File: src/rtl/core/spu_pkg.sv
`default_nettype none

package spu_pkg;

    localparam int SAMPLE_W = 16;
    localparam int COEF_W   = 18;
    localparam int FRAC_W   = 16;

    localparam longint unsigned PI_Q30 = 64'd3373259426;

    typedef struct packed {
        logic shift;
        logic shift_zero;
        logic clear;
        logic issue;
        logic last;
        logic done;
    } spu_cmd_t;

    // shift-subtract division, elaboration only
    function automatic longint unsigned spu_udiv(longint unsigned n, longint unsigned dv);
        longint unsigned q;
        longint unsigned rem;
        int i;
        q   = '0;
        rem = '0;
        for (i = 63; i >= 0; i--)
        begin
            rem = {rem[62:0], n[i]};
            if (rem >= dv)
            begin
                rem  = rem - dv;
                q[i] = 1'b1;
            end
        end
        return q;
    endfunction

    // sin(pi*a/r) in q30, taylor series
    function automatic longint spu_sin_q30(int r, int a);
        longint unsigned x;
        longint unsigned mag;
        longint sum;
        int n;
        x   = spu_udiv(PI_Q30 * longint'(a), longint'(r));
        mag = x;
        sum = longint'(x);
        for (n = 1; n <= 12; n++)
        begin
            mag = (mag * x) >> 30;
            mag = (mag * x) >> 30;
            mag = spu_udiv(mag, longint'((2 * n) * (2 * n + 1)));
            if (n % 2 == 1)
                sum = sum - longint'(mag);
            else
                sum = sum + longint'(mag);
        end
        return sum;
    endfunction

    // sinc tap at distance d for factor r, q2.16 rounded
    function automatic logic signed [COEF_W-1:0] spu_coef(int r, int d);
        longint unsigned q;
        int a;
        longint s;
        longint unsigned num;
        longint unsigned den;
        longint unsigned c;
        longint sc;
        if (d == 0)
            return COEF_W'(65536);
        q = spu_udiv(longint'(d), longint'(r));
        a = d - int'(q) * r;
        if (2 * a > r)
            a = r - a;
        s = spu_sin_q30(r, a);
        if (s < 0)
            s = 0;
        num = longint'(s) * longint'(r) * 64'd65536;
        den = PI_Q30 * longint'(d);
        c   = spu_udiv(2 * num + den, 2 * den);
        sc  = q[0] ? -longint'(c) : longint'(c);
        return sc[COEF_W-1:0];
    endfunction

endpackage

`default_nettype wire

File: src/rtl/core/spu_datapath.sv
`default_nettype none

module spu_datapath #(
    parameter int UPSAMPLE_FACTOR = 4,
    parameter int LOBE_RADIUS     = 4,
    parameter int PH_W            = 2
) (
    input  wire                                  clk,
    input  wire                                  rst_n,
    input  wire signed [spu_pkg::SAMPLE_W-1:0]   sample,
    input  spu_pkg::spu_cmd_t                    cmd,
    input  wire [PH_W-1:0]                       phase,
    output logic                                 pipe_en,
    output logic                                 out_valid,
    input  wire                                  out_ready,
    output logic signed [spu_pkg::SAMPLE_W-1:0]  value,
    output logic                                 last_of_run,
    output logic                                 record_done
);
    import spu_pkg::*;

    localparam int NT  = 2 * LOBE_RADIUS + 1;
    localparam int HT  = LOBE_RADIUS * UPSAMPLE_FACTOR;
    localparam int GS  = 4;
    localparam int NG  = (NT + GS - 1) / GS;
    localparam int PW  = SAMPLE_W + COEF_W;
    localparam int GW  = PW + $clog2(GS);
    localparam int AW  = GW + $clog2(NG + 1);
    localparam int RW  = AW - FRAC_W;
    localparam logic signed [AW-1:0] HALF_LSB = AW'(1) <<< (FRAC_W - 1);
    localparam logic signed [RW-1:0] SAT_MAX  = RW'(32767);
    localparam logic signed [RW-1:0] SAT_MIN  = -RW'(32768);

    logic signed [SAMPLE_W-1:0] hist_reg [NT];
    logic signed [COEF_W-1:0]   tab      [NT][UPSAMPLE_FACTOR];

    logic signed [PW-1:0]       prod_reg [NT];
    logic                       v1_reg, last1_reg, done1_reg;
    logic signed [GW-1:0]       grp_term [NG][GS];
    logic signed [GW-1:0]       grp_next [NG];
    logic signed [GW-1:0]       grp_reg  [NG];
    logic                       v2_reg, last2_reg, done2_reg;
    logic signed [AW-1:0]       acc;
    logic signed [RW-1:0]       rnd;
    logic signed [SAMPLE_W-1:0] value_next;
    logic                       out_valid_reg;
    logic signed [SAMPLE_W-1:0] value_reg;
    logic                       last_reg, done_reg;

    // whole pipeline holds while the output waits
    assign pipe_en     = !out_valid_reg || out_ready;
    assign out_valid   = out_valid_reg;
    assign value       = value_reg;
    assign last_of_run = last_reg;
    assign record_done = done_reg;

    // per tap, per phase coefficient rom
    for (genvar k = 0; k < NT; k++)
    begin : g_tap
        for (genvar p = 0; p < UPSAMPLE_FACTOR; p++)
        begin : g_ph
            localparam int OFS  = p - (k - LOBE_RADIUS) * UPSAMPLE_FACTOR;
            localparam int DIST = (OFS < 0) ? -OFS : OFS;
            localparam logic signed [COEF_W-1:0] C =
                (DIST <= HT) ? spu_coef(UPSAMPLE_FACTOR, DIST) : '0;
            assign tab[k][p] = C;
        end
    end

    always_ff @(posedge clk or negedge rst_n)
    begin
        if (!rst_n)
        begin
            for (int i = 0; i < NT; i++)
                hist_reg[i] <= '0;
        end
        else if (cmd.clear)
        begin
            for (int i = 0; i < NT; i++)
                hist_reg[i] <= '0;
        end
        else if (cmd.shift)
        begin
            for (int i = 0; i < NT - 1; i++)
                hist_reg[i] <= hist_reg[i + 1];
            hist_reg[NT-1] <= cmd.shift_zero ? '0 : sample;
        end
    end

    for (genvar g = 0; g < NG; g++)
    begin : g_grp
        for (genvar j = 0; j < GS; j++)
        begin : g_term
            if (g * GS + j < NT)
            begin : g_on
                assign grp_term[g][j] = GW'(prod_reg[g * GS + j]);
            end
            else
            begin : g_off
                assign grp_term[g][j] = '0;
            end
        end

        always_comb
        begin
            grp_next[g] = '0;
            for (int j = 0; j < GS; j++)
                grp_next[g] = grp_next[g] + grp_term[g][j];
        end
    end

    always_comb
    begin
        acc = HALF_LSB;
        for (int g = 0; g < NG; g++)
            acc = acc + AW'(grp_reg[g]);
        rnd = RW'(acc >>> FRAC_W);
        if (rnd > SAT_MAX)
            value_next = SAMPLE_W'(SAT_MAX);
        else if (rnd < SAT_MIN)
            value_next = SAMPLE_W'(SAT_MIN);
        else
            value_next = rnd[SAMPLE_W-1:0];
    end

    always_ff @(posedge clk or negedge rst_n)
    begin
        if (!rst_n)
        begin
            v1_reg        <= 1'b0;
            v2_reg        <= 1'b0;
            out_valid_reg <= 1'b0;
        end
        else if (pipe_en)
        begin
            v1_reg        <= cmd.issue;
            v2_reg        <= v1_reg;
            out_valid_reg <= v2_reg;
        end
    end

    always_ff @(posedge clk)
    begin
        if (pipe_en)
        begin
            for (int k = 0; k < NT; k++)
                prod_reg[k] <= hist_reg[k] * tab[k][phase];
            last1_reg <= cmd.last;
            done1_reg <= cmd.done;
            for (int g = 0; g < NG; g++)
                grp_reg[g] <= grp_next[g];
            last2_reg <= last1_reg;
            done2_reg <= done1_reg;
            value_reg <= value_next;
            last_reg  <= last2_reg;
            done_reg  <= done2_reg;
        end
    end

endmodule

`default_nettype wire

File: config.mk
export PLATFORM = sky130hd
export DESIGN_NAME = spu_datapath
export DESIGN_NICKNAME = d
export VERILOG_FILES = /design/src/rtl/core/spu_pkg.sv /design/src/rtl/core/spu_datapath.sv
export SDC_FILE = /design/constraint.sdc
export NUM_CORES = 2
export LEC_CHECK = 0
export BUFFER_PORTS_ARGS = -buffer_cell sky130_fd_sc_hd__buf_2
export CELL_PAD_IN_SITES_DETAIL_PLACEMENT = 0
export CELL_PAD_IN_SITES_GLOBAL_PLACEMENT = 1
export CORE_ASPECT_RATIO = 1.25
export CORE_UTILIZATION = 54
export DETAILED_ROUTE_END_ITERATION = 7
export PLACE_DENSITY = 0.85
export SYNTH_ARGS = -nofsm -noshare
export SYNTH_HDL_FRONTEND = slang
export SYNTH_SLANG_ARGS = --single-unit
File: constraint.sdc
create_clock -name clk -period 19.1 [get_ports clk]
set_input_delay 3.82 -clock clk [delete_from_list [all_inputs] [get_ports clk]]
set_output_delay 3.82 -clock clk [all_outputs]
set_load 0.005 [all_outputs]
==> impl_metrics.env <==
export IMPL_via_per_inst=5.34
export IMPL_drc=0
export IMPL_wire_per_inst_um=20.9
export IMPL_yosysMostFrequentCell="inv_1"
export IMPL_numClockSinks=527
export IMPL_critical_path_buf_inv_count=8
export IMPL_drt_first_pass_iters=6
export IMPL_worst_setup_path_type="in2reg"
export IMPL_setup_viol=0
export IMPL_seqPwrFrac_pct=26.0
export IMPL_synth_area_leaders="fa_1 (37%), ha_1 (16%), edfxtp_1 (13%), inv_1 (10%), dfrtp_1 (3.7%)"
export IMPL_largest_reg_flops=268
export IMPL_cts_tree="yes"
export IMPL_power_density_nw_per_um2=75.7
export IMPL_drive_above_1_share_pct=2.96
export IMPL_reg2reg_to="prod_reg[0][234]"
export IMPL_avgSynthCellArea_um2=10.3
export IMPL_yosysWarnings=0
export IMPL_internal_power_w=0.00400
export IMPL_netlist_instances=8714
export IMPL_fin_crit_ns=11.72
export IMPL_syn_nets=11556
export IMPL_period_share_pct=61.4
export IMPL_fin_worst_skew_ns=0.0634
export IMPL_clock_path_buffers=3
export IMPL_vias=58501
export IMPL_wl_um=229000
export IMPL_drt_initial_drc_count=3573
export IMPL_place_hpwl_um=192000
export IMPL_crit_path_max_fanout=51
export IMPL_cp_arrival_ns=12.15
export IMPL_rsz0062_at_grt="false"
export IMPL_coreArea_um2=164000
export IMPL_drtAntennaViolNets=0
export IMPL_synth_top_flop_cell="edfxtp_1"
export IMPL_netlist_area_um2=89700
export IMPL_gp_congestion=0.951
export IMPL_ys_seq_area_share_pct=16.9
export IMPL_hold_start="prod_reg[0][278]"
export IMPL_r2r_slack_ns=11.83
export IMPL_max_freq_ghz=0.0853
export IMPL_final_core_util_pct=57.7
export IMPL_rows=166
export IMPL_cp_end_kind="flop"
export IMPL_hold_buffers=0
export IMPL_crit_required_ns=19.53
export IMPL_antenna_found_initial=12
export IMPL_p_total_w=0.00718
export IMPL_portBuffers=46
export IMPL_maxSlewViolCount=0
export IMPL_synth_top_cell_by_area="fa_1"
export IMPL_hold_depth=0
export IMPL_p_sw_w=0.00318
export IMPL_io_pins=47
export IMPL_postCtsSetupRepairBufs=0
export IMPL_fp_dieH_um=458
export IMPL_grt_max_degree=79
export IMPL_tns_ns=0
export IMPL_crit_family="adder cells"
export IMPL_syn2layout_area_growth_pct=5.69
export IMPL_swShare_pct=44.3
export IMPL_cap_violations=0
export IMPL_slowest_delay_ns=0.64
export IMPL_worst_r2r_startpoint="hist_reg[34]"
export IMPL_grt_total_usage_pct=28.9
export IMPL_p_leak_nw=53.3
export IMPL_synthTopCellsByCount="inv_1 (2,398), fa_1 (1,653), ha_1 (1,162), nand2_1 (426), edfxtp_1 (396)"
export IMPL_slowest_stage="ha_4"
export IMPL_grt_overflow=0
export IMPL_die_w_um=367
export IMPL_fillerInstances=14073
export IMPL_start_util_pct=54.6
export IMPL_post_cts_resize_count=0
export IMPL_async_flop_share_pct=24.9
export IMPL_ir_worst_vdd_mv=0.224
export IMPL_clk_pin_slew_ns=0.08
export IMPL_relSlewSlack_pct=28.0
export IMPL_clk_latency_ns=0.72
export IMPL_status="complete, no violations"
export IMPL_power_frac_comb_pct=54.4
export IMPL_htreeDepth=3
export IMPL_cts_root_buf="clkbuf_16"
export IMPL_synth_top_area_share_pct=36.9
export IMPL_cts_buffers_inserted=69
export IMPL_r2r_cells=21
export IMPL_hold_end="grp_reg[0][78]"
export IMPL_ys_types=92
export IMPL_grt_pass1_wl_um=370000
export IMPL_tightest_slew_ns=1.08
export IMPL_hold_path_class="reg2reg"
export IMPL_clkPwrFrac_pct=19.6
export IMPL_finalHoldViolCount=0
export IMPL_worstSetupStartpointType="input port"
export IMPL_synth_seq_cells=527
export IMPL_grt_pass1_vias=65287
export IMPL_synth_edf_count=396
export IMPL_final_net_count=11545
export IMPL_die_area_um2=168000
-- cell type report --
class / count / area (µm²) / share of cell area [%]
antenna: 4 / 10.0 / 0.0106
clock buffer: 80 / 1840 / 1.94
clock inverter: 47 / 563 / 0.594
inverter: 2400 / 9010 / 9.50
multi-input combinational: 5627 / 65000 / 68.6
sequential: 527 / 15200 / 16.0
tap: 2184 / 2730 / 2.88
timing repair buffer: 78 / 503 / 0.530
-- power by group through the flow --
stage               logic, W  clock network, W  registers, W
CTS                  0.00392           0.00144       0.00187
floorplan            0.00272                 0       0.00185
global route         0.00432           0.00147       0.00189
global placement     0.00381                 0       0.00189
finish               0.00391           0.00141       0.00186
detailed placement   0.00386                 0       0.00189
-- layer usage --
metal  GRT usage [%]  vias up  wire length, µm  share of wire (%)
li1                -    26895                -                  -
met1            36.3    29730            91800                 40
met2            50.7     1481           116000                 51
met3            3.56      393            11200                4.9
met4            11.3        2             9940                4.3
met5               0        -               13             0.0057
-- stage by stage --
stage / cell area [µm²] / instances / hold slack (ns) / worst slack (ns)
3_3_place_gp: 92400 / 10816 / 0.402 / 6.90
6_report: 94800 / 10947 / 0.415 / 7.38
4_1_cts: 94800 / 10943 / 0.415 / 7.50
3_5_place_dp: 92400 / 10816 / 0.405 / 6.81
2_1_floorplan: 89700 / 8714 / 0.400 / 1.91
5_1_grt: 94800 / 10944 / 0.422 / 6.83
-- kinds of logic (layout without fill, tap and decap cells) --
| family | after synthesis | count (layout) | share of synthesized area (%) |
|---|---|---|---|
| AND/OR/NAND/NOR | 1505 | 1505 | 8.38 |
| multiplexers | 118 | 118 | 1.32 |
| buffers and inverters | 2560 | 2605 | 10.7 |
| adder cells (fa/ha/maj) | 2815 | 2815 | 53.1 |
| flip-flops | 527 | 527 | 16.9 |
| other | 0 | 4 | 0 |
| AO/OA/AOI/OAI | 874 | 874 | 6.51 |
| XOR/XNOR | 315 | 315 | 3.07 |
-- placed cells by master (no fill, tap or decap), types with 131 or more instances in the layout --
cell	instances
a21o_1	152
a21oi_1	270
and2_1	380
dfrtp_1	131
edfxtp_1	396
fa_1	1653
ha_1	1157
inv_1	2398
nand2_1	426
nor2_1	295
xnor2_1	222
-- how the worst max path moves through the flow --
stage | start | end | slack (ns) | depth (start not counted)
2_1_floorplan | out_ready | pipe_en | 1.91 | 1
3_3_place_gp | phase[1] | prod_reg[0][134] | 6.90 | 27
3_5_place_dp | phase[1] | prod_reg[0][134] | 6.81 | 27
4_1_cts | phase[1] | prod_reg[0][134] | 7.50 | 27
5_1_grt | phase[1] | prod_reg[0][132] | 6.83 | 27
6_report | phase[1] | prod_reg[0][134] | 7.38 | 27
Note: power is estimated with default switching activity, not from simulation.
