[config.mk]
export PLATFORM = sky130hd
export DESIGN_NAME = spu_ctrl
export DESIGN_NICKNAME = d
export VERILOG_FILES = /design/src/rtl/core/spu_pkg.sv /design/src/rtl/core/spu_ctrl.sv
export SDC_FILE = /design/constraint.sdc
export NUM_CORES = 1
export LEC_CHECK = 0
export BUFFER_PORTS_ARGS = -buffer_cell sky130_fd_sc_hd__buf_2
export CORE_MARGIN = 10
export CORE_UTILIZATION = 45
export DETAILED_ROUTE_END_ITERATION = 8
export PLACE_DENSITY_LB_ADDON = 0.15
export SLEW_MARGIN = 5
export SYNTH_ARGS = -nofsm -noshare
export SYNTH_HDL_FRONTEND = slang
export SYNTH_SLANG_ARGS = --single-unit
[constraint.sdc]
create_clock -name clk -period 3 [get_ports clk]
set_clock_uncertainty 0.15 [all_clocks]
set_input_delay 0.6 -clock clk [delete_from_list [all_inputs] [get_ports clk]]
set_output_delay 0.6 -clock clk [all_outputs]
set_load 0.02 [all_outputs]
[src/rtl/core/spu_pkg.sv]
`default_nettype none

package spu_pkg;

    localparam int SAMPLE_W = 16;
    localparam int COEF_W   = 18;
    localparam int FRAC_W   = 16;

    localparam longint unsigned PI_Q30 = 64'd3373259426;

    typedef struct packed {
        logic shift;
        logic shift_zero;
        logic clear;
        logic issue;
        logic last;
        logic done;
    } spu_cmd_t;

    // shift-subtract division, elaboration only
    function automatic longint unsigned spu_udiv(longint unsigned n, longint unsigned dv);
        longint unsigned q;
        longint unsigned rem;
        int i;
        q   = '0;
        rem = '0;
        for (i = 63; i >= 0; i--)
        begin
            rem = {rem[62:0], n[i]};
            if (rem >= dv)
            begin
                rem  = rem - dv;
                q[i] = 1'b1;
            end
        end
        return q;
    endfunction

    // sin(pi*a/r) in q30, taylor series
    function automatic longint spu_sin_q30(int r, int a);
        longint unsigned x;
        longint unsigned mag;
        longint sum;
        int n;
        x   = spu_udiv(PI_Q30 * longint'(a), longint'(r));
        mag = x;
        sum = longint'(x);
        for (n = 1; n <= 12; n++)
        begin
            mag = (mag * x) >> 30;
            mag = (mag * x) >> 30;
            mag = spu_udiv(mag, longint'((2 * n) * (2 * n + 1)));
            if (n % 2 == 1)
                sum = sum - longint'(mag);
            else
                sum = sum + longint'(mag);
        end
        return sum;
    endfunction

    // sinc tap at distance d for factor r, q2.16 rounded
    function automatic logic signed [COEF_W-1:0] spu_coef(int r, int d);
        longint unsigned q;
        int a;
        longint s;
        longint unsigned num;
        longint unsigned den;
        longint unsigned c;
        longint sc;
        if (d == 0)
            return COEF_W'(65536);
        q = spu_udiv(longint'(d), longint'(r));
        a = d - int'(q) * r;
        if (2 * a > r)
            a = r - a;
        s = spu_sin_q30(r, a);
        if (s < 0)
            s = 0;
        num = longint'(s) * longint'(r) * 64'd65536;
        den = PI_Q30 * longint'(d);
        c   = spu_udiv(2 * num + den, 2 * den);
        sc  = q[0] ? -longint'(c) : longint'(c);
        return sc[COEF_W-1:0];
    endfunction

endpackage

`default_nettype wire

[src/rtl/core/spu_ctrl.sv]
`default_nettype none

module spu_ctrl #(
    parameter int UPSAMPLE_FACTOR = 4,
    parameter int LOBE_RADIUS     = 4,
    parameter int PH_W            = 2
) (
    input  wire                    clk,
    input  wire                    rst_n,
    input  wire                    in_valid,
    output logic                   in_ready,
    input  wire                    end_of_record,
    input  wire                    pipe_en,
    output spu_pkg::spu_cmd_t      cmd,
    output logic [PH_W-1:0]        phase
);
    import spu_pkg::*;

    localparam int CNT_W = $clog2(LOBE_RADIUS + 1);
    localparam logic [CNT_W-1:0] L_CNT     = CNT_W'(LOBE_RADIUS);
    localparam logic [CNT_W:0]   L_CNT_EXT = (CNT_W + 1)'(LOBE_RADIUS);
    localparam logic [PH_W-1:0]  PH_LAST   = PH_W'(UPSAMPLE_FACTOR - 1);

    typedef enum logic [1:0] {
        ST_IDLE,
        ST_EMIT,
        ST_FLUSH
    } state_t;

    state_t           state_reg, state_next;
    logic [PH_W-1:0]  phase_reg, phase_next;
    logic [CNT_W-1:0] warm_reg, warm_next;
    logic [CNT_W-1:0] step_reg, step_next;
    logic             eor_reg, eor_next;
    logic             flush_reg, flush_next;
    logic             ph_last;
    logic             final_group;
    logic             flush_hit;

    assign phase       = phase_reg;
    assign ph_last     = (phase_reg == PH_LAST);
    assign final_group = flush_reg && (step_reg == L_CNT);
    // group due once the flush step reaches a pending input
    assign flush_hit   = ({1'b0, step_reg} + {1'b0, warm_reg}) > L_CNT_EXT;

    always_comb
    begin
        state_next = state_reg;
        phase_next = phase_reg;
        warm_next  = warm_reg;
        step_next  = step_reg;
        eor_next   = eor_reg;
        flush_next = flush_reg;
        cmd        = '0;
        in_ready   = 1'b0;

        unique case (state_reg)
            ST_IDLE:
            begin
                in_ready = 1'b1;
            end
            ST_EMIT:
            begin
                if (pipe_en)
                begin
                    cmd.issue = 1'b1;
                    cmd.last  = ph_last && (!eor_reg || final_group);
                    cmd.done  = ph_last && final_group;
                    if (!ph_last)
                    begin
                        phase_next = phase_reg + 1'b1;
                    end
                    else
                    begin
                        phase_next = '0;
                        if (flush_reg)
                        begin
                            if (step_reg == L_CNT)
                            begin
                                cmd.clear  = 1'b1;
                                warm_next  = '0;
                                flush_next = 1'b0;
                                eor_next   = 1'b0;
                                state_next = ST_IDLE;
                            end
                            else
                            begin
                                step_next  = step_reg + 1'b1;
                                state_next = ST_FLUSH;
                            end
                        end
                        else if (eor_reg)
                        begin
                            step_next  = CNT_W'(1);
                            flush_next = 1'b1;
                            state_next = ST_FLUSH;
                        end
                        else
                        begin
                            in_ready   = 1'b1;
                            state_next = ST_IDLE;
                        end
                    end
                end
            end
            ST_FLUSH:
            begin
                cmd.shift      = 1'b1;
                cmd.shift_zero = 1'b1;
                if (flush_hit)
                    state_next = ST_EMIT;
                else
                    step_next = step_reg + 1'b1;
            end
            default:
            begin
                state_next = ST_IDLE;
            end
        endcase

        // request taken: shift in the sample and decide what follows
        if (in_ready && in_valid)
        begin
            cmd.shift  = 1'b1;
            eor_next   = end_of_record;
            flush_next = 1'b0;
            phase_next = '0;
            if (warm_reg >= L_CNT)
            begin
                state_next = ST_EMIT;
            end
            else
            begin
                warm_next = warm_reg + 1'b1;
                if (end_of_record)
                begin
                    step_next  = CNT_W'(1);
                    flush_next = 1'b1;
                    state_next = ST_FLUSH;
                end
                else
                begin
                    state_next = ST_IDLE;
                end
            end
        end
    end

    always_ff @(posedge clk or negedge rst_n)
    begin
        if (!rst_n)
        begin
            state_reg <= ST_IDLE;
            phase_reg <= '0;
            warm_reg  <= '0;
            step_reg  <= '0;
            eor_reg   <= 1'b0;
            flush_reg <= 1'b0;
        end
        else
        begin
            state_reg <= state_next;
            phase_reg <= phase_next;
            warm_reg  <= warm_next;
            step_reg  <= step_next;
            eor_reg   <= eor_next;
            flush_reg <= flush_next;
        end
    end

endmodule

`default_nettype wire

==> key figures, run 1 <==
Status
  • Status: complete, no violations

Route
  • DRT Wirelength: 2298 um
  • DRC: 0
  • Detail-routed via count per cell: 5.532
  • DRT Pass-1 Iters: 4
  • Post-route antenna net violation count: 0
  • Vias: 863
  • Initial DRC Count: 65
  • Avg WL per Cell: 14.73 um

Global route
  • Total gr overflow: 0
  • First-pass GRT wire length: 4015 um
  • Largest net degree at the start of global routing: 13
  • Initial antenna violation count: 0
  • Total track usage: 0.1156
  • Vias in the first global route: 809

Pwr
  • Sw Ratio: 0.4943
  • P_sw: 592.8 uW
  • Leakage Power: 0.0005547 uW
  • Internal: 606.5 uW
  • Clock power share: 0.112
  • Worst vdd ir: 0.5098 mV
  • Power Dens Cells: 1075 nW/um2
  • Reg power frac: 0.271
  • Comb pwr share: 0.617

Floorplan
  • Row Count: 17
  • Die area: 4515 um2
  • Die Height: 67.19 um
  • Effective utilization at floorplan: 0.4619
  • Die width: 67.19 um
  • Core ar.: 2170 um2
  • Io pins: 14

Critical path
  • Worst Setup SP: state_reg[1]$_DFFE_PN0P_
  • FF-to-FF path depth: 6
  • Critical path type: reg -> out
  • R2R Setup Slk: 0.71 ns
  • WP data required: 2.25 ns
  • CP Capture Type: output pin
  • Worst-path fanout max: 8
  • Critical Path AT: 1.97 ns
  • R2R Path Start: step_reg[0]$_DFF_PN0_
  • CP endpoint: cmd[1]
  • Critical path launch point type: register
  • Worst r2r dst: step_reg[0]$_DFF_PN0_

Clocking
  • CTS HTree Levels: 1
  • Post-CTS Hold Buffers: 0
  • CTS Sinks: 12
  • Clk_lat worst skew: 0.29 ns
  • Max clock buf depth: 2
  • Clock root cell: clkbuf_4
  • Setup Buffers After CTS: 0
  • Post-cts resize count: 0
  • CTS tree: yes
  • Clock slew at reported path FFs: 0.09 ns
  • Total CTS buffers: 3

Placed design
  • DPL Wire Length: 1774 um
  • Port-buffer cells: 13
  • RePlAce Congestion: 0.9079

Synthesis
  • Synthesized-area fraction occupied by xor and xnor cells: 0.01748
  • Post-synth EDFFs: 0
  • Ys async rst share: 1.000
  • Register area share after synthesis: 0.2996
  • Largest family of logic cells by synthesized area: compound AO/OA/AOI/OAI gates
  • Mux cell area share after synthesis: 0.02996
  • Synth Area in Compound Gates: 0.2447
  • Post-Synth Adder-Cell Area: 0.1573
  • Synth cell types: 40
  • Post-Syn Area: 1002 um2
  • Avg Cell Area, Syn: 8.791 um2
  • Ys Warns: 0
  • Synth Area in Simple Gates: 0.1910
  • Mapped Cells: 114
  • Yosys reg bits: 12
  • Synth Flop Type: dfrtp_1
  • Post-synth net total: 131

Cells and area
  • P&R area growth vs syn: 11.36%
  • ANT cells: 0
  • Post-layout net count: 146
  • Share of post-route cells with drive strength above 1: 0.1875
  • Fillers: 223
  • Post-layout util: 0.5144

STA
  • Slew @ Worst Pin: 0.4227 ns
  • Final worst path period share: 0.9083
  • RSZ-0062 raised after global routing: false
  • Final setup violation count: 0
  • Period minus WS final: 2.725 ns
  • Fmax: 367.0 MHz
  • Final count of pins violating max slew: 0
  • Max-slew headroom: 0.7174
  • Setup TNS: 0 ns
  • Final hold vios: 0

Job
  • Max Cap Viol: 0

Min path
  • Min-Delay Path Class: in -> async
[placed cells by master, fill, tap and decap left out, types with 2 or more instances in the layout]
cell type,n
a21o_2,2
clkbuf_4,3
ha_1,11
o31a_1,2
dfrtp_1,12
inv_1,10
nand3_1,6
a211o_1,2
o211ai_1,2
nor3_1,3
o21ai_0,5
a21oi_1,7
and2_1,2
mux2i_1,3
buf_2,13
nand2_1,18
nor2_1,4
[routing by layer]
metal	part of all wire	track usage	up-vias
met3	0.050	0.03802	2
met2	0.48	0.1813	19
met4	0.011	0.04615	0
met1	0.46	0.1431	404
li1	-	-	438
met5	0	0	-
[how the worst min path moves through the flow]
stage          startpoint                    end  slack [ns]
2_1_floorplan       rst_n    eor_reg$_DFFE_PN0P_        0.15
3_3_place_gp        rst_n  step_reg[0]$_DFF_PN0_        0.36
3_5_place_dp        rst_n  step_reg[0]$_DFF_PN0_        0.36
4_1_cts             rst_n  step_reg[0]$_DFF_PN0_        0.04
5_1_grt             rst_n  step_reg[0]$_DFF_PN0_        0.04
6_report            rst_n  step_reg[0]$_DFF_PN0_        0.03
[cells by family after synthesis]
kind of cell,count (synthesis)
mux,3
xor+xnor,2
simple gates,40
compound gates,32
buf+inv,13
fa+ha+maj,12
flops,12
[power by group through the flow]
stage	Clock [uW]	Sequential, uW	Combinational, uW
final	134	325	740
after global routing	148	340	842
after CTS	140	325	747
after detailed placement	0	329	743
after global placement	0	329	730
after floorplan	0	321	563
[Yosys cell counts (2+ instances only)]
cell,instances,area share
a211o_1,2,0.017
a21o_2,2,0.017
a21oi_1,7,0.035
and2_1,2,0.012
dfrtp_1,12,0.30
ha_1,11,0.14
inv_1,10,0.037
mux2i_1,3,0.030
nand2_1,18,0.067
nand3_1,6,0.030
nor2_1,4,0.015
nor3_1,3,0.015
o211ai_1,2,0.015
o21ai_0,5,0.025
o31a_1,2,0.017
[metrics by stage]
stage	worst slack, ns	area (um2)	total power, uW	instances	hold slack, ns
floorplan	0.7049	1002	884.6	114	0.1544
global placement	0.6631	1080	1059	152	0.3574
CTS	0.2710	1116	1213	156	0.04088
finish	0.2751	1116	1199	156	0.02845
detailed placement	0.5876	1080	1072	152	0.3583
global route	0.08154	1116	1330	156	0.04090
[worst max-delay path, stage by stage (launching register included)]
cell     delay [ns]
dfrtp_1        0.38
inv_1          0.10
ha_1           0.30
and3_1         0.36
nand3_1        0.23
o21ai_0        0.13
buf_2          0.19
[cell type report]
cell class	instances	area, um2	share of cell area
tap	28	35.03	0.03139
inverter	10	37.54	0.03363
clock buffer	4	36.28	0.03251
timing repair buffer	13	65.06	0.05830
multi-input combinational	89	641.9	0.5751
sequential	12	300.3	0.2691
No activity file was read; power rests on OpenSTA's default activity.
==> run 2: changes to the inputs <==
--- a/constraint.sdc
+++ b/constraint.sdc
@@ -4,2 +4,2 @@
 set_output_delay 0.6 -clock clk [all_outputs]
-set_load 0.02 [all_outputs]
+set_load 0.1 [all_outputs]
==> run 2 against run 1 <==
Net effect: global-route usage fell by 0.31 points; cell area rose by 2.6%; non-clock buffer count did not move; die area did not move; count of clock-buffer cells in the layout did not move; wire length rose by 2.8%; core utilization rose by 1.3 points; first-iteration DRC count fell by 66%; maximum frequency fell by 4.0%; sequential share of layout area barely moved; worst hold slack improved by 0.0082 ns; setup slack got worse by 0.11 ns; critical path type unchanged.
==> key figures, run 2 (synthesis gave the netlist of run 1 again) <==
Status
  • Status: complete, no violations (unchanged)

Critical path
  • CP Capture Type: output pin (unchanged)
  • WP data required: 2.25 ns (about the same)
  • R2R Setup Slk: 0.70 ns (was 0.71 ns)
  • Crit path cell chain: inv_1 > ha_1 > and3_2 > a31oi_2 > nand2_1 > buf_2 (was inv_1 > ha_1 > and3_1 > nand3_1 > o21ai_0 > buf_2)
  • Critical path type: reg -> out (unchanged)
  • Largest delay contributor family on the critical path: buffers and inverters (was simple AND/OR/NAND/NOR gates)
  • Highest-delay cell along the critical path: buf_2 (was dfrtp_1)
  • WP buf/inv: 2 (unchanged)
  • FF-to-FF path depth: 6 (unchanged)
  • Worst-path fanout max: 8 (unchanged)
  • Critical Path AT: 2.09 ns (was 1.97 ns)
  • Critical path launch point type: register (unchanged)
  • CP max stage delay: 0.42 ns (was 0.38 ns)
  • Number of cells on the critical path: 6 (unchanged)

Global route
  • GRT busiest layer: met2 (unchanged)
  • Total gr overflow: 0 (unchanged)
  • Global Route met1 Usage: 0.1353 (was 0.1431)
  • Vias in the first global route: 821 (was 809)
  • Largest net degree at the start of global routing: 13 (unchanged)
  • Met2 Track Usage GR: 0.1860 (was 0.1813)
  • Met3 Use GR: 0.02479 (was 0.03802)
  • Initial antenna violation count: 0 (unchanged)
  • First-pass GRT wire length: 3898 um (was 4015 um)
  • Total track usage: 0.1125 (was 0.1156)

Route
  • Detail-routed via count per cell: 5.551 (was 5.532)
  • Initial DRC Count: 22 (was 65)
  • DRC: 0 (unchanged)
  • DRT Pass-1 Iters: 4 (unchanged)
  • DRT Wirelength: 2362 um (was 2298 um)
  • Avg WL per Cell: 15.14 um (was 14.73 um)
  • Post-route antenna net violation count: 0 (unchanged)
  • Vias: 866 (was 863)

STA
  • Setup TNS: 0 ns (unchanged)
  • Final hold vios: 0 (unchanged)
  • Worst hold slack: 0.03670 ns (was 0.02845 ns)
  • Final count of pins violating max slew: 0 (unchanged)
  • Final worst path period share: 0.9459 (was 0.9083)
  • Fmax: 352.4 MHz (was 367.0 MHz)
  • RSZ-0062 raised after global routing: false (unchanged)
  • Final setup violation count: 0 (unchanged)
  • Max-slew headroom: 0.6749 (was 0.7174)
  • Period minus WS final: 2.838 ns (was 2.725 ns)
  • Slew @ Worst Pin: 0.4910 ns (was 0.4227 ns)

Min path
  • Min-Delay Path Class: in -> async (unchanged)

Floorplan
  • Io pins: 14 (unchanged)
  • Die Height: 67.19 um (unchanged)
  • Effective utilization at floorplan: 0.4619 (unchanged)
  • Die area: 4515 um2 (unchanged)
  • Die width: 67.19 um (unchanged)
  • Core ar.: 2170 um2 (unchanged)
  • Row Count: 17 (unchanged)

Clocking
  • Clock root cell: clkbuf_4 (unchanged)
  • CTS HTree Levels: 1 (unchanged)
  • CTS tree: yes (unchanged)
  • Max clock buf depth: 2 (unchanged)
  • CTS Sinks: 12 (unchanged)
  • Post-CTS Hold Buffers: 0 (unchanged)
  • Clock slew at reported path FFs: 0.09 ns (about the same)
  • Total CTS buffers: 3 (unchanged)
  • Setup Buffers After CTS: 0 (unchanged)
  • Clk_lat worst skew: 0.28 ns (was 0.29 ns)
  • Post-cts resize count: 0 (unchanged)

Job
  • Max Cap Viol: 0 (unchanged)

Cells and area
  • Most frequent cells in the layout: nand2_1, ha_1, dfrtp_1, buf_2, inv_1 (was nand2_1, buf_2, dfrtp_1, ha_1, inv_1)
  • P&R area growth vs syn: 14.23% (was 11.36%)
  • Share of post-route cells with drive strength above 1: 0.2344 (was 0.1875)
  • ANT cells: 0 (unchanged)
  • Post-layout net count: 146 (unchanged)
  • Commonest non-fill, non-tap cell in the layout: nand2_1 (unchanged)

Placed design
  • RePlAce Congestion: 0.8419 (was 0.9079)
  • Port-buffer cells: 13 (unchanged)
  • DPL Wire Length: 1839 um (was 1774 um)
[run 2: final cells by class]
cell class              instances  area [um2]
fillers                       228        1025
multi-input cells              89       651.9
flip-flops and latches         12       307.8
repair buffers                 13       72.57
inverters                      10       41.29
clock buffers                   4       36.28
well taps                      28       35.03
[run 2: metal layers]
| metal | vias up | wire [um] |
|---|---|---|
| met5 | - | 0 |
| met4 | 0 | 19 |
| met3 | 2 | 118 |
| met2 | 15 | 1155 |
| met1 | 413 | 1068 |
| li1 | 436 | - |
[run 2: final timing paths]
path / startpoint / endpoint
setup / recovery: state_reg[1]$_DFFE_PN0P_ / cmd[5]
hold / removal: rst_n / step_reg[0]$_DFF_PN0_
setup reg to reg: step_reg[0]$_DFF_PN0_ / step_reg[0]$_DFF_PN0_
hold reg to reg: warm_reg[0]$_DFF_PN0_ / warm_reg[0]$_DFF_PN0_
max in group asynchronous: rst_n / phase[0]$_DFFE_PN0P_
min in group clk: end_of_record / eor_reg$_DFFE_PN0P_
[run 2: stage by stage]
stage                 util  cell area (um2)  cells  worst slack (ns)
finish              0.5277             1145    156            0.1624
floorplan                -             1035    114           0.02056
global placement    0.5069             1100    152            0.4163
global route        0.5277             1145    156           0.05614
detailed placement  0.5069             1100    152            0.3662
CTS                 0.5236             1136    156           0.04204
Power of run 2 is left out: the tool's default activity adds up to more than one toggle a clock period on the data nets, which glitch-free logic cannot reach.
==> run 3: changes to the inputs <==
Settings changed: CTS_BUF_LIST set to sky130_fd_sc_hd__clkbuf_8 sky130_fd_sc_hd__clkbuf_16.
==> run 3 against run 2 <==
Net effect: final cell count unchanged; via count decreased by 1.0%; non-clock buffer count unchanged; critical path type unchanged; largest cell class unchanged.
==> key figures, run 3 (synthesis gave the netlist of run 1 again) <==
Clocking
  • CTS HTree Levels: 1 (unchanged)
  • Clk_lat worst skew: 0.25 ns (was 0.28 ns)
  • Post-CTS Hold Buffers: 0 (unchanged)
  • Total CTS buffers: 3 (unchanged)
  • Clock root cell: clkbuf_8 (was clkbuf_4)
  • Post-cts resize count: 0 (unchanged)
  • Max clock buf depth: 2 (unchanged)
  • CTS tree: yes (unchanged)
  • Setup Buffers After CTS: 0 (unchanged)
  • CTS Sinks: 12 (unchanged)
  • Clock slew at reported path FFs: 0.06 ns (was 0.09 ns)

Global route
  • Initial antenna violation count: 0 (unchanged)
  • First-pass GRT wire length: 3919 um (was 3898 um)
  • Vias in the first global route: 826 (was 821)
  • Total gr overflow: 0 (unchanged)
  • Largest net degree at the start of global routing: 13 (unchanged)
  • Total track usage: 0.1149 (was 0.1125)

STA
  • Fmax: 348.2 MHz (was 352.4 MHz)
  • Final worst path period share: 0.9573 (was 0.9459)
  • Setup TNS: 0 ns (unchanged)
  • Period minus WS final: 2.872 ns (was 2.838 ns)
  • Max-slew headroom: 0.6759 (was 0.6749)
  • Slew @ Worst Pin: 0.4895 ns (was 0.4910 ns)
  • Final setup violation count: 0 (unchanged)
  • Final count of pins violating max slew: 0 (unchanged)
  • Final hold vios: 0 (unchanged)
  • RSZ-0062 raised after global routing: false (unchanged)

Floorplan
  • Die Height: 67.19 um (unchanged)
  • Die area: 4515 um2 (unchanged)
  • Die width: 67.19 um (unchanged)
  • Row Count: 17 (unchanged)
  • Core ar.: 2170 um2 (unchanged)
  • Io pins: 14 (unchanged)
  • Effective utilization at floorplan: 0.4619 (unchanged)

Placed design
  • DP Area: 1100 um2 (unchanged)
  • RePlAce Congestion: 0.8419 (unchanged)
  • DPL Wire Length: 1839 um (unchanged)
  • Port-buffer cells: 13 (unchanged)

Route
  • Detail-routed via count per cell: 5.494 (was 5.551)
  • DRC: 0 (unchanged)
  • Vias: 857 (was 866)
  • Post-route antenna net violation count: 0 (unchanged)
  • DRT Wirelength: 2366 um (was 2362 um)
  • Initial DRC Count: 13 (was 22)
  • Avg WL per Cell: 15.17 um (was 15.14 um)
  • DRT Pass-1 Iters: 4 (unchanged)

Cells and area
  • P&R area growth vs syn: 15.98% (was 14.23%)
  • Post-layout net count: 146 (unchanged)
  • ANT cells: 0 (unchanged)
  • Final Cell Area: 1162 um2 (was 1145 um2)
  • Commonest non-fill, non-tap cell in the layout: nand2_1 (unchanged)
  • Share of post-route cells with drive strength above 1: 0.2266 (was 0.2344)
  • Most frequent cells in the layout: nand2_1, ha_1, dfrtp_1, buf_2, inv_1 (unchanged)

Critical path
  • Critical path launch point type: register (unchanged)
  • R2R Path Start: step_reg[0]$_DFF_PN0_ (unchanged)
  • CP max stage delay: 0.42 ns (about the same)
  • Crit path cell chain: inv_1 > ha_1 > and3_1 > a31oi_2 > nand2_1 > buf_2 (was inv_1 > ha_1 > and3_2 > a31oi_2 > nand2_1 > buf_2)
  • Highest-delay cell along the critical path: buf_2 (unchanged)
  • Worst Setup SP: state_reg[1]$_DFFE_PN0P_ (unchanged)
  • Worst-path fanout max: 8 (unchanged)
  • CP Capture Type: output pin (unchanged)
  • WP data required: 2.25 ns (about the same)
  • Critical path type: reg -> out (unchanged)
  • Critical Path AT: 2.12 ns (was 2.09 ns)

Min path
  • Min-Delay Path Class: in -> async (unchanged)

Job
  • Max Cap Viol: 0 (unchanged)

Status
  • Status: complete, no violations (unchanged)
## run 3: final cells by class
type	instances	area, um2
Fill cell	226	1007
Sequential cell	12	307.8
Multi-Input combinational cell	89	650.6
Timing Repair Buffer	13	72.57
Tap cell	28	35.03
Clock buffer	4	55.05
Inverter	10	41.29
## run 3: layer usage
metal | global-route usage | vias to the layer above | share of wire
li1 | - | 437 | -
met1 | 0.1324 | 405 | 0.46
met2 | 0.1872 | 11 | 0.48
met3 | 0.02479 | 4 | 0.041
met4 | 0.07692 | 0 | 0.022
met5 | 0 | - | 0
## run 3: final timing paths
check / to / slack [ns] / cells after the start
setup / recovery: cmd[5] / 0.13 / 6
hold / removal: step_reg[0]$_DFF_PN0_ / 0.08 / 1
setup reg to reg: step_reg[0]$_DFF_PN0_ / 0.70 / 6
hold reg to reg: warm_reg[0]$_DFF_PN0_ / 0.40 / 1
max in group asynchronous: phase[0]$_DFFE_PN0P_ / 2.37 / 1
min in group clk: warm_reg[0]$_DFF_PN0_ / 0.40 / 1
## run 3: critical path: cells and delay by family (launching register included)
| kind | cells | cell delay [ns] |
|---|---|---|
| buf+inv | 2 | 0.51 |
| simple gates | 2 | 0.48 |
| flops | 1 | 0.38 |
| fa+ha+maj | 1 | 0.28 |
| compound gates | 1 | 0.22 |
## run 3: per-stage QoR
stage	hold WS [ns]	worst slack, ns	std cells	util
3_3_place_gp	0.3459	0.4163	152	0.5069
2_1_floorplan	0.1544	0.02056	114	-
5_1_grt	0.09115	0.002456	156	0.5358
6_report	0.07964	0.1281	156	0.5358
3_5_place_dp	0.3542	0.3662	152	0.5069
4_1_cts	0.09360	0.08027	156	0.5323
Power of run 3 is left out for the same reason.
